==> src/hdl/rmwf_pkg.sv <==
`default_nettype none
package rmwf_pkg;

  localparam int DEF_MAX_KERNEL = 15;
  localparam int DEF_MAX_WIDTH  = 2048;
  localparam int HEIGHT_LIMIT   = 4096;

  localparam int KSIZE_W = 4;
  localparam int WIDTH_W = 12;
  localparam int HGT_W   = 13;
  localparam int CFG_W   = 13;
  localparam int CIDX_W  = 2;
  localparam int KEFF_W  = 5;
  localparam int CRD_W   = 15;
  localparam int CHAN_W  = 8;
  localparam int NCHAN   = 3;
  localparam int PIX_W   = CHAN_W * NCHAN;
  localparam int OCOL_W  = 11;
  localparam int OROW_W  = 12;
  localparam int OUT_DATA_W = 48;

  localparam logic [CIDX_W-1:0] REG_KERNEL = 2'd0;
  localparam logic [CIDX_W-1:0] REG_WIDTH  = 2'd1;
  localparam logic [CIDX_W-1:0] REG_HEIGHT = 2'd2;

  typedef struct packed {
    logic accept;
    logic eval;
    logic setup;
    logic issue;
    logic decide;
    logic emit;
  } ctrl_cmd_t;

  typedef struct packed {
    logic has_res;
    logic last_issue;
    logic last_bit;
    logic last_x;
    logic out_free;
  } dp_status_t;

endpackage
`default_nettype wire

==> src/hdl/rmwf_ctrl.sv <==
`default_nettype none
module rmwf_ctrl (
  input  wire logic               clk,
  input  wire logic               rst_n,
  input  wire logic               in_valid,
  input  wire logic               cfg_valid,
  output logic                    in_ready,
  output logic                    cfg_ready,
  input  wire rmwf_pkg::dp_status_t st,
  output rmwf_pkg::ctrl_cmd_t     cmd
);
  import rmwf_pkg::*;

  typedef enum logic [2:0] {
    S_IDLE, S_EVAL, S_SETUP, S_ISSUE, S_DRAIN, S_DECIDE, S_EMIT
  } state_t;

  state_t state_r, state_nxt;

  always_comb begin
    state_nxt  = state_r;
    cmd        = '0;
    in_ready   = 1'b0;
    cfg_ready  = 1'b0;
    case (state_r)
      S_IDLE: begin
        cfg_ready = 1'b1;
        in_ready  = !cfg_valid;
        if (in_valid && !cfg_valid) begin
          cmd.accept = 1'b1;
          state_nxt  = S_EVAL;
        end
      end
      S_EVAL: begin
        cmd.eval  = 1'b1;
        state_nxt = st.has_res ? S_SETUP : S_IDLE;
      end
      S_SETUP: begin
        cmd.setup = 1'b1;
        state_nxt = S_ISSUE;
      end
      S_ISSUE: begin
        cmd.issue = 1'b1;
        if (st.last_issue) state_nxt = S_DRAIN;
      end
      S_DRAIN: state_nxt = S_DECIDE;
      S_DECIDE: begin
        cmd.decide = 1'b1;
        state_nxt  = st.last_bit ? S_EMIT : S_ISSUE;
      end
      S_EMIT: begin
        if (st.out_free) begin
          cmd.emit  = 1'b1;
          state_nxt = st.last_x ? S_IDLE : S_SETUP;
        end
      end
      default: state_nxt = S_IDLE;
    endcase
  end

  always_ff @(posedge clk) begin
    if (!rst_n) begin
      state_r <= S_IDLE;
    end else begin
      state_r <= state_nxt;
    end
  end

endmodule
`default_nettype wire

==> config.mk <==
export PLATFORM = sky130hd
export DESIGN_NAME = rmwf_ctrl
export DESIGN_NICKNAME = d
export VERILOG_FILES = /design/src/hdl/rmwf_pkg.sv /design/src/hdl/rmwf_ctrl.sv
export SDC_FILE = /design/constraint.sdc
export NUM_CORES = 1
export LEC_CHECK = 0
export ABC_AREA = 1
export BUFFER_PORTS_ARGS = -buffer_cell sky130_fd_sc_hd__buf_2
export CORE_AREA = 2 2 39 41
export CTS_CLUSTER_DIAMETER = 60
export CTS_CLUSTER_SIZE = 30
export DETAILED_ROUTE_END_ITERATION = 8
export DIE_AREA = 0 0 41 43
export GPL_TIMING_DRIVEN = 1
export PLACE_DENSITY_LB_ADDON = 0.1
export REMOVE_ABC_BUFFERS = 1
export SYNTH_ARGS = -nofsm -noshare
export SYNTH_HDL_FRONTEND = slang
export SYNTH_SLANG_ARGS = --single-unit
==> constraint.sdc <==
create_clock -name clk -period 2 [get_ports clk]
set_input_delay 0.3 -clock clk [delete_from_list [all_inputs] [get_ports clk]]
set_output_delay 0.3 -clock clk [all_outputs]
set_load 0.005 [all_outputs]
==> summary.md, run 1 <==
| Metric | Value |
|---|---|
| Status | `complete, no violations` |
| Top-area cell type share of the netlist area | `approximately 20%` |
| Vias post-DR | `353` |
| Leak pwr | `between 0.2 and 0.25 nW` |
| Simple-Gate Fraction of Synth Area | `between 50% and 60%` |
| Drt wl/cell | `8.448 um` |
| CTS clk-pin slew, worst paths | `about 0.04 ns` |
| Worst R2R Path Depth | `5` |
| R2r endpoint | `state_r[1]$_SDFFE_PN0P_` |
| Post-Syn Area | `between 300 and 400 um2` |
| Post-synthesis sequential area ratio | `roughly a fifth` |
| Largest cells by area after synthesis | `dfxtp_1 (20%), inv_1 (15%), nor2_1 (14%)` |
| Cell taking the most area after synthesis | `dfxtp_1` |
| TritonCTS clock tree | `yes` |
| Mux share of post-synthesis cell area | `0%` |
| Final worst-path cycle share | `around 76%` |
| Most flops, register | `state_r` |
| Netlist cell types | `14` |
| Post-CTS Setup Inserts | `0` |
| Fillers | `between 150 and 200` |
| Port Buffers | `16` |
| Switching part of the total | `approximately 37%` |
| Post-Synth XOR/XNOR Area | `0%` |
| Die W | `between 40 and 50 um` |
| Final Hold Fails | `0` |
| FF/Latch Area | `between 60 and 70 um2` |
| Core Footprint | `around 1400 um2` |
| # rows | `14` |
| Switching power | `between 0.0001 and 0.00015 W` |
| Clock buffer depth | `2` |
| Via count of the first global-routing pass | `307` |
| First-pass GRT wire length | `1221 um` |
| Worst VDD drop | `roughly 0.27 mV` |
| Max-slew headroom | `between 70% and 80%` |
| Worst R2R Setup Slack | `about 0.86 ns` |
| Comb power frac | `a little under two fifths` |
| Final core occ | `between 20 and 30%` |
| Initial Util | `22.06%` |
| Synthesis Warnings | `0` |
| Die height | `around 43 um` |
| GRT Total Usage | `roughly a tenth` |
| Slowest Stage Delay on Critical Path | `0.50 ns` |
| Post-DP HPWL | `601.5 um` |
| Max-cap violations | `0` |
| H-tree depth | `1` |
| Total CTS buffers | `3` |
| Tmin final | `1.517 ns` |
| Hold/Removal Path Class | `input port to flip-flop` |
| Pre-antenna DRT Iters | `2` |
| Critical path arrival | `1.22 ns` |
| Crit-path slowest cell | `dfxtp_1` |
| Critical Path RT | `1.70 ns` |
| Antenna violations before repair | `0` |
| Mapped Avg Cell Area | `slightly below 6 um2` |
| Worst-path cell chain | `inv_1 > nor2_1 > inv_1 > nor2_1 > buf_2` |
| Worst-Margin Slew | `around 0.34 ns` |
| Register share of total power | `29.1%` |
| Final slew viol count | `0` |
| Layout net count | `a little over 80` |
| Startpoint Class | `flip-flop` |
| Via/cell ratio | `between 4 and 5` |
| Max Clock Skew | `0.004230 ns` |
| Area grow syn2layout | `34.02%` |
| Drt total wl | `~740 um` |
| Synth top cells by count | `inv_1 (12), nor2_1 (11), nand2_1 (10)` |
| Asr flop ratio synth | `0%` |
| CTS Hold Bufs | `0` |
| Clock share of power | `roughly a third` |
| WS Path Type | `flip-flop to output pin` |
| Multi-input gate area | `between 150 and 200 um2` |
| Clk_lat worst skew | `about 0.23 ns` |
| RSZ-0062 raised after global routing | `false` |
| Setup crit end | `cmd[4]` |
| Pint | `slightly below 0.0002 W` |
| Layout cells sized above 1 | `between 30% and 40%` |
| Critical path depth | `5` |
| Gates resized, CTS repair | `0` |
| #FFs+latches synth | `3` |
| Die ar. | `~1800 um2` |
| Setup TNS Final | `0 ns` |
| Total grt overflow | `0` |
| Adder-cell area share of the yosys netlist | `0%` |
| Largest family of logic cells by synthesized area | `simple AND/OR/NAND/NOR gates` |
| Final RePlAce weighted congestion | `0.6351` |
| Post-synthesis compound-gate area fraction | `under 10%` |
| Pwr per Cell Area | `746.5 nW/um2` |
| Number of synthesized flops with an enable pin | `0` |
| Routed Antenna Nets | `0` |
| Fmax | `0.6592 GHz` |
| Antenna diode count | `0` |
| CP Buf/Inv Count | `3` |
| R2R Path Start | `state_r[2]$_SDFFE_PN0P_` |
| Max reg flops | `3` |
| Remaining DRCs | `0` |
| Critical path's top delay family | `flip-flops` |
| Largest net degree at the start of global routing | `10` |
| Root buffer cell | `clkbuf_4` |
| # clock sinks | `3` |
| # IOs | `17` |
| CP Max Fanout | `9` |
| Setup violations, final | `0` |
| Most numerous cell in the Yosys netlist | `inv_1` |
| Initial DRC Count | `1` |
| Hold WS | `slightly above 0.3 ns` |
| Largest regs | `state_r (3)` |
| Critical path endpoint category | `output pin` |
| Worst setup path start | `state_r[0]$_SDFFE_PN0P_` |
| Post-Synthesis Cells | `53` |
| Most used DFF post-synth | `dfxtp_1` |
[routing by layer]
| metal | share of wire (%) | GRT usage (%) | vias up |
|---|---|---|---|
| met2 | 48 | 13.44 | 5 |
| met3 | 3.3 | 1.571 | 0 |
| met4 | 0 | 8.000 | 0 |
| li1 | - | - | 193 |
| met5 | 0 | 0 | - |
| met1 | 48 | 14.15 | 155 |
[power groups by stage]
stage               Sequential, W  Clock [W]  Combinational, W
floorplan               0.0000842          0         0.0000758
global placement        0.0000887          0          0.000117
detailed placement      0.0000892          0          0.000114
CTS                     0.0000881   0.000110          0.000115
global route            0.0000908   0.000114          0.000132
finish                  0.0000888   0.000104          0.000112
[worst min-delay path: cells and delay by family]
family / cells / cell delay (ns)
buffers and inverters: 2 / 0.15
AO/OA/AOI/OAI: 1 / 0.03
[worst min path at each step]
stage,from,endpoint,depth (start not counted)
floorplan,rst_n,state_r[2]$_SDFFE_PN0P_,2
global placement,rst_n,state_r[2]$_SDFFE_PN0P_,3
detailed placement,rst_n,state_r[2]$_SDFFE_PN0P_,3
CTS,rst_n,state_r[2]$_SDFFE_PN0P_,3
global route,rst_n,state_r[2]$_SDFFE_PN0P_,3
finish,rst_n,state_r[2]$_SDFFE_PN0P_,3
[area by class of cell]
| cell class | count | area share (%) |
|---|---|---|
| clock buffers | 4 | 6.422 |
| inverters | 12 | 11.01 |
| multi-input cells | 36 | 43.43 |
| flip-flops and latches | 3 | 14.68 |
| well taps | 16 | 4.893 |
| repair buffers | 16 | 19.57 |
[through the flow]
| stage | power, W | cell area, um2 | instances | worst slack, ns |
|---|---|---|---|---|
| after global routing | 0.0003370 | 409.1 | 87 | 0.3664 |
| after floorplan | 0.0001600 | 282.8 | 51 | 0.8936 |
| final | 0.0003054 | 409.1 | 87 | 0.4831 |
| after detailed placement | 0.0002034 | 382.9 | 83 | 0.7318 |
| after CTS | 0.0003132 | 409.1 | 87 | 0.4726 |
| after global placement | 0.0002053 | 382.9 | 83 | 0.7408 |
[cell families after synthesis]
logic type      after synthesis
simple gates                 32
buf+inv                      14
compound gates                4
flops                         3
[cells in the final DEF, fill, tap and decap left out]
cell type  count
buf_2         16
inv_1         12
nor2_1        11
nand2_1       10
nand3_1        3
nand3_2        3
clkbuf_4       3
dfxtp_1        3
nor3_1         2
a21oi_1        2
nor2_2         1
nand2_2        1
nor2_4         1
o21ai_0        1
o21ai_1        1
clkbuf_1       1
Note: power is estimated with default switching activity, not from simulation.
==> inputs of run 2 (changes only) <==
clock period = 1.5 ns   (was 2 ns; I/O delays follow)
==> run 2 against run 1 <==
Against the previous run: critical path depth decreased by 2; sequential share of layout area increased by 0.26 points; first-iteration DRC count unchanged; die area unchanged; final area increased by 0.31%; final cell count unchanged; setup slack got worse by 0.35 ns; total power increased by 34%; worst hold slack got worse by 0.075 ns; clock-buffer cell count unchanged; non-clock buffer count unchanged.
==> summary.md, run 2 (synthesized netlist as in run 1, its figures left out) <==
| Metric | Value |
|---|---|
| Worst R2R Path Depth | `5` |
| Final worst-path cycle share | `around nine tenths` |
| Die height | `43 um` |
| Clock buffer depth | `2` |
| # clock sinks | `3` |
| R2R Path Start | `state_r[2]$_SDFFE_PN0P_` |
| Hold/Removal Path Class | `input port to flip-flop` |
| Status | `complete, no violations` |
| Leak pwr | `around 0.25 nW` |
| Commonest non-fill, non-tap cells in the layout | `buf_2 (16), inv_1 (12), nor2_1 (11)` |
| H-tree depth | `1` |
| Remaining DRCs | `0` |
| Tmin final | `1.363 ns` |
| Core Footprint | `1384 um2` |
| Final core occ | `approximately 30%` |
| Post-CTS Setup Inserts | `0` |
| Setup TNS Final | `0 ns` |
| Hold path start | `rst_n` |
| Design area | `410.4 um2` |
| Setup violations, final | `0` |
| Switching part of the total | `36.46%` |
| Die ar. | `1763 um2` |
| # rows | `14` |
| CTS clk-pin slew, worst paths | `about 0.030 ns` |
| Max reg flops | `3` |
| Max-cap violations | `0` |
| Die W | `just over 40 um` |
| Comb power frac | `36.7%` |
| Final RePlAce weighted congestion | `roughly 0.64` |
| Via/cell ratio | `4.069` |
| Largest regs | `state_r (3)` |
| Critical Path RT | `around 1.3 ns` |
| Clock share of power | `between 30% and 40%` |
| WS Path Type | `flip-flop to output pin` |
| Root buffer cell | `clkbuf_4` |
| # IOs | `17` |
| DP Area | `around 380 um2` |
| Via count of the first global-routing pass | `approximately 310` |
| TritonCTS clock tree | `yes` |
| Largest net degree at the start of global routing | `10` |
| Routed Antenna Nets | `0` |
| Worst R2R Setup Slack | `0.35 ns` |
| Max Clock Skew | `~0.004 ns` |
| R2r endpoint | `state_r[1]$_SDFFE_PN0P_` |
| Post-DP HPWL | `601.2 um` |
| Worst Hold Depth | `3` |
| Final Hold Fails | `0` |
| Drt wl/cell | `between 8 and 9 um` |
| Drt total wl | `733 um` |
| Worst-Margin Slew | `0.3407 ns` |
| Startpoint Class | `flip-flop` |
| Total grt overflow | `0` |
| Critical path endpoint category | `output pin` |
| Layout cells sized above 1 | `about 37%` |
| Pwr per Cell Area | `995.7 nW/um2` |
| Fillers | `176` |
| Pre-antenna DRT Iters | `2` |
| Fmax | `between 0.7 and 0.8 GHz` |
| Clk_lat worst skew | `around 0.23 ns` |
| Worst VDD drop | `around 0.37 mV` |
| Worst Hold Endpoint | `state_r[2]$_SDFFE_PN0P_` |
| RSZ-0062 raised after global routing | `false` |
| Vias post-DR | `between 300 and 400` |
| Final slew viol count | `0` |
| CTS Hold Bufs | `0` |
| CP Max Fanout | `8` |
| Gates resized, CTS repair | `0` |
| Layout net count | `around 80` |
| Register share of total power | `around 29%` |
| Most common cell after layout, fill and taps aside | `buf_2` |
| Max-slew headroom | `between 70 and 80%` |
| Most flops, register | `state_r` |
| Initial Util | `between 20% and 30%` |
| Critical path arrival | `about 1.1 ns` |
| Antenna diode count | `0` |
| Area grow syn2layout | `34.43%` |
| Hold WS | `roughly 0.23 ns` |
| Port Buffers | `16` |
| Total CTS buffers | `3` |
| Pint | `roughly 0.00026 W` |
| Initial DRC Count | `1` |
| Antenna violations before repair | `0` |
| First-pass GRT wire length | `between 1000 and 1500 um` |
| Switching power | `around 0.00015 W` |
| GRT Total Usage | `10.24%` |
-- run 2: cell counts in the layout (fill, tap and decap cells not counted) --
No cell type changed its count.
-- run 2: power by group through the flow --
stage	clock, W	sequential (W)	combinational (W)
floorplan	0	0.000112	0.000101
global placement	0	0.000118	0.000155
detailed placement	0	0.000119	0.000152
CTS	0.000147	0.000117	0.000153
global route	0.000152	0.000122	0.000176
finish	0.000139	0.000120	0.000150
-- run 2: layer usage --
metal	global-route usage (%)	wire, um
met4	8.000	0
met3	1.571	24
met2	13.44	355
met1	14.15	354
met5	0	0
-- run 2: how the worst max path moves through the flow --
stage | depth (start not counted) | from | endpoint
finish | 3 | state_r[2]$_SDFFE_PN0P_ | cmd[0]
global route | 3 | state_r[2]$_SDFFE_PN0P_ | cmd[0]
CTS | 5 | state_r[0]$_SDFFE_PN0P_ | cmd[4]
detailed placement | 5 | state_r[0]$_SDFFE_PN0P_ | cmd[4]
global placement | 5 | state_r[0]$_SDFFE_PN0P_ | cmd[4]
floorplan | 4 | state_r[0]$_SDFFE_PN0P_ | cmd[1]
-- run 2: per-stage QoR --
step	power, W	std cells	setup WS, ns
4_1_cts	0.0004176	87	0.04762
5_1_grt	0.0004505	87	0.04265
3_5_place_dp	0.0002712	83	0.3068
3_3_place_gp	0.0002737	83	0.3159
6_report	0.0004086	87	0.1366
2_1_floorplan	0.0002133	51	0.4686
-- run 2: worst max-delay path, stage by stage, from the launching register on --
cell     delay [ns]
dfxtp_1        0.51
nand2_1        0.12
nor3_1         0.14
buf_2          0.14
-- run 2: layout make-up --
class	count	area, um2	area share, %
Clock buffer	4	26.28	6.402
Inverter	12	45.04	10.98
Multi-Input combinational cell	36	177.7	43.29
Sequential cell	3	61.31	14.94
Tap cell	16	20.02	4.878
Timing Repair Buffer	16	80.08	19.51
==> inputs of run 3 (changes only) <==
ABC_AREA = unset   (was 1)
==> run 3 against run 2 <==
Against the previous run: fmax shrank 7.3%; largest power group is now clock; routed wire length fell by 4.9%; non-clock buffer count grew 2; register-to-register slack hardly changed; sequential power is 16% lower; clock skew is 0.00054 ns higher; clock power increased by 3%; area after synthesis is 9.8% lower; synthesized cell count fell by 34%; clock-buffer cell count did not move; critical endpoint is now cmd[5]; largest cell class unchanged.
==> summary.md, run 3 <==
| Metric | Value |
|---|---|
| Status | `complete, no violations` |
| Via count of the first global-routing pass | `approximately 270` |
| Initial DRC Count | `3` |
| Number of synthesized flops with an enable pin | `0` |
| Drt total wl | `between 600 and 700 um` |
| TritonCTS clock tree | `yes` |
| Most common cell after layout, fill and taps aside | `buf_2` |
| Root buffer cell | `clkbuf_4` |
| Final slew viol count | `0` |
| Area grow syn2layout | `48.64%` |
| H-tree depth | `1` |
| Largest net degree at the start of global routing | `16` |
| #FFs+latches synth | `3` |
| # IOs | `17` |
| Routed Antenna Nets | `0` |
| Total grt overflow | `0` |
| Power Total | `between 0.0003 and 0.0004 W` |
| DP Area | `roughly 380 um2` |
| Final RePlAce weighted congestion | `0.6036` |
| Register share of total power | `between 20% and 30%` |
| Post-synthesis sequential area ratio | `a little over a fifth` |
| WL met3 | `roughly 67 um` |
| Vias post-DR | `310` |
| Worst-path cell chain | `or3_4 > inv_2 > and2_1 > buf_2` |
| Clock buffer depth | `2` |
| Comb power frac | `a little over a third` |
| Worst setup path start | `state_r[1]$_SDFFE_PN0P_` |
| Drt wl/cell | `a little under 10 um` |
| Final Hold Fails | `0` |
| Crit-path slowest cell | `or3_4` |
| Synthesis Warnings | `0` |
| Critical Path RT | `between 1 and 1.5 ns` |
| Total CTS buffers | `3` |
| Max-cap violations | `0` |
| Die height | `between 40 and 50 um` |
| Final worst-path cycle share | `between 90% and 100%` |
| Netlist cell types | `22` |
| Post-Syn Area | `between 200 and 300 um2` |
| Initial Util | `19.89%` |
| Max-slew headroom | `slightly below 90%` |
| Remaining DRCs | `0` |
| Max reg flops | `3` |
| Clock share of power | `between 30% and 40%` |
| Placed cells | `67` |
| Critical path depth | `4` |
| Mapped Avg Cell Area | `a little under 8 um2` |
| Pre-antenna DRT Iters | `2` |
| Pwr per Cell Area | `around 930 nW/um2` |
| Wire length on met2 | `between 200 and 300 um` |
| Synth top cells by count | `a21oi_1 (3), dfxtp_1 (3), nor2_1 (3), nor2b_1 (3)` |
| Commonest non-fill, non-tap cells in the layout | `buf_2 (16), nor2b_1 (3), nor2_1 (3), a21oi_1 (3), clkbuf_4 (3)` |
| R2R Path Start | `state_r[2]$_SDFFE_PN0P_` |
| Clk_lat worst skew | `0.23 ns` |
| Worst R2R Setup Slack | `0.34 ns` |
| WS Path Type | `flip-flop to output pin` |
| # clock sinks | `3` |
| Critical path endpoint category | `output pin` |
| Fillers | `~150` |
| Critical path's top delay family | `simple AND/OR/NAND/NOR gates` |
| Core Footprint | `1384 um2` |
| Via/cell ratio | `around 4.4` |
| Largest regs | `state_r (3)` |
| Most used DFF post-synth | `dfxtp_1` |
| Post-Synthesis Cells | `35` |
| Top-area cell type share of the netlist area | `a little over a fifth` |
| # rows | `14` |
| Switching power | `~0.00011 W` |
| Worst-Margin Slew | `0.1837 ns` |
| Antenna violations before repair | `0` |
| Largest cells by area after synthesis | `dfxtp_1 (22%), nor2b_1 (6.8%), a21oi_1 (5.5%)` |
| Setup violations, final | `0` |
| Port Buffers | `16` |
| First-pass GRT wire length | `1076 um` |
| Final core occ | `between 20% and 30%` |
| Setup crit end | `cmd[5]` |
| Most flops, register | `state_r` |
| Die ar. | `~1800 um2` |
| Design area | `roughly 410 um2` |
| Antenna diode count | `0` |
| Setup TNS Final | `0 ns` |
| Post-route insts no fill | `slightly above 70` |
| Top layer in use | `met3` |
| Switching part of the total | `between 20 and 30%` |
| Die W | `slightly above 40 um` |
| CTS clk-pin slew, worst paths | `about 0.04 ns` |
| Cell taking the most area after synthesis | `dfxtp_1` |
| CP Buf/Inv Count | `2` |
| Post-DP HPWL | `around 530 um` |
| Post-CTS Setup Inserts | `0` |
| CP Max Fanout | `9` |
| Critical path arrival | `approximately 1.3 ns` |
| Hold/Removal Path Class | `input port to flip-flop` |
| GRT Total Usage | `a little under a tenth` |
| Layout cells sized above 1 | `between 40 and 50%` |
| Slowest Stage Delay on Critical Path | `between 0.3 and 0.4 ns` |
| Layout net count | `between 60 and 70` |
| M1 wire length | `between 300 and 400 um` |
| Max Clock Skew | `about 0.0045 ns` |
| Tmin final | `roughly 1.5 ns` |
| R2r endpoint | `state_r[0]$_SDFFE_PN0P_` |
| RSZ-0062 raised after global routing | `true` |
| Asr flop ratio synth | `0%` |
| Leak pwr | `between 0.2 and 0.25 nW` |
| Startpoint Class | `flip-flop` |
| Fmax | `~0.68 GHz` |
| Pint | `0.0002689 W` |
| Worst VDD drop | `0.3221 mV` |
| Worst R2R Path Depth | `3` |
-- run 3: cell count changes after synthesis, sizes merged, moves of 2 or more --
cell,delta
nor2b,+3
nor2,-10
nand3,-6
nor3b,+3
nor3,-2
inv,-11
nand2,-10
and3,+2
or3,+3
-- run 3: final cells by class --
cell class	instances	area, um2	area share [%]
sequential	3	67.56	16.51
timing repair buffer	18	95.09	23.24
multi-input combinational	29	196.4	48.01
clock buffer	4	26.28	6.422
inverter	1	3.754	0.9174
tap	16	20.02	4.893
-- run 3: worst min path at each step --
stage	to	cells past startpoint	from
3_3_place_gp	state_r[0]$_SDFFE_PN0P_	2	rst_n
6_report	state_r[0]$_SDFFE_PN0P_	2	rst_n
4_1_cts	state_r[0]$_SDFFE_PN0P_	2	rst_n
5_1_grt	state_r[0]$_SDFFE_PN0P_	2	rst_n
3_5_place_dp	state_r[0]$_SDFFE_PN0P_	2	rst_n
2_1_floorplan	state_r[0]$_SDFFE_PN0P_	1	rst_n
-- run 3: cell families (layout without fill, tap and decap cells) --
logic type | Yosys count | count (layout) | synth area share, %
AO/OA/AOI/OAI | 9 | 9 | 20.91
buffers and inverters | 3 | 23 | 6.815
flip-flops | 3 | 3 | 21.82
AND/OR/NAND/NOR | 20 | 20 | 50.45
-- run 3: metal layers --
| metal | global-route usage [%] | up-vias |
|---|---|---|
| li1 | - | 167 |
| met2 | 11.56 | 12 |
| met3 | 4.712 | 0 |
| met1 | 12.18 | 131 |
| met4 | 6.000 | 0 |
| met5 | 0 | - |
-- run 3: per-stage QoR --
| stage | hold slack, ns | setup WS (ns) |
|---|---|---|
| 2_1_floorplan | 0.3709 | 0.3136 |
| 3_3_place_gp | 0.4970 | 0.1664 |
| 3_5_place_dp | 0.4932 | 0.1842 |
| 4_1_cts | 0.2467 | 0.01531 |
| 5_1_grt | 0.2499 | -0.02895 |
| 6_report | 0.2569 | 0.02872 |
-- run 3: what timing repair did --
| item | CTS | global route |
|---|---|---|
| endpoints found under the setup margin | 1 | 1 |
| hold buffers | 0 | 0 |
| gates resized for setup | 2 | 2 |
| pin swaps | 0 | 0 |
-- run 3: power groups by stage --
stage	registers, W	clock network (W)	logic (W)
4_1_cts	0.000102	0.000150	0.000139
5_1_grt	0.000104	0.000161	0.000153
6_report	0.000101	0.000143	0.000137
3_3_place_gp	0.000104	0	0.000141
3_5_place_dp	0.000103	0	0.000138
2_1_floorplan	0.000107	0	0.0000760
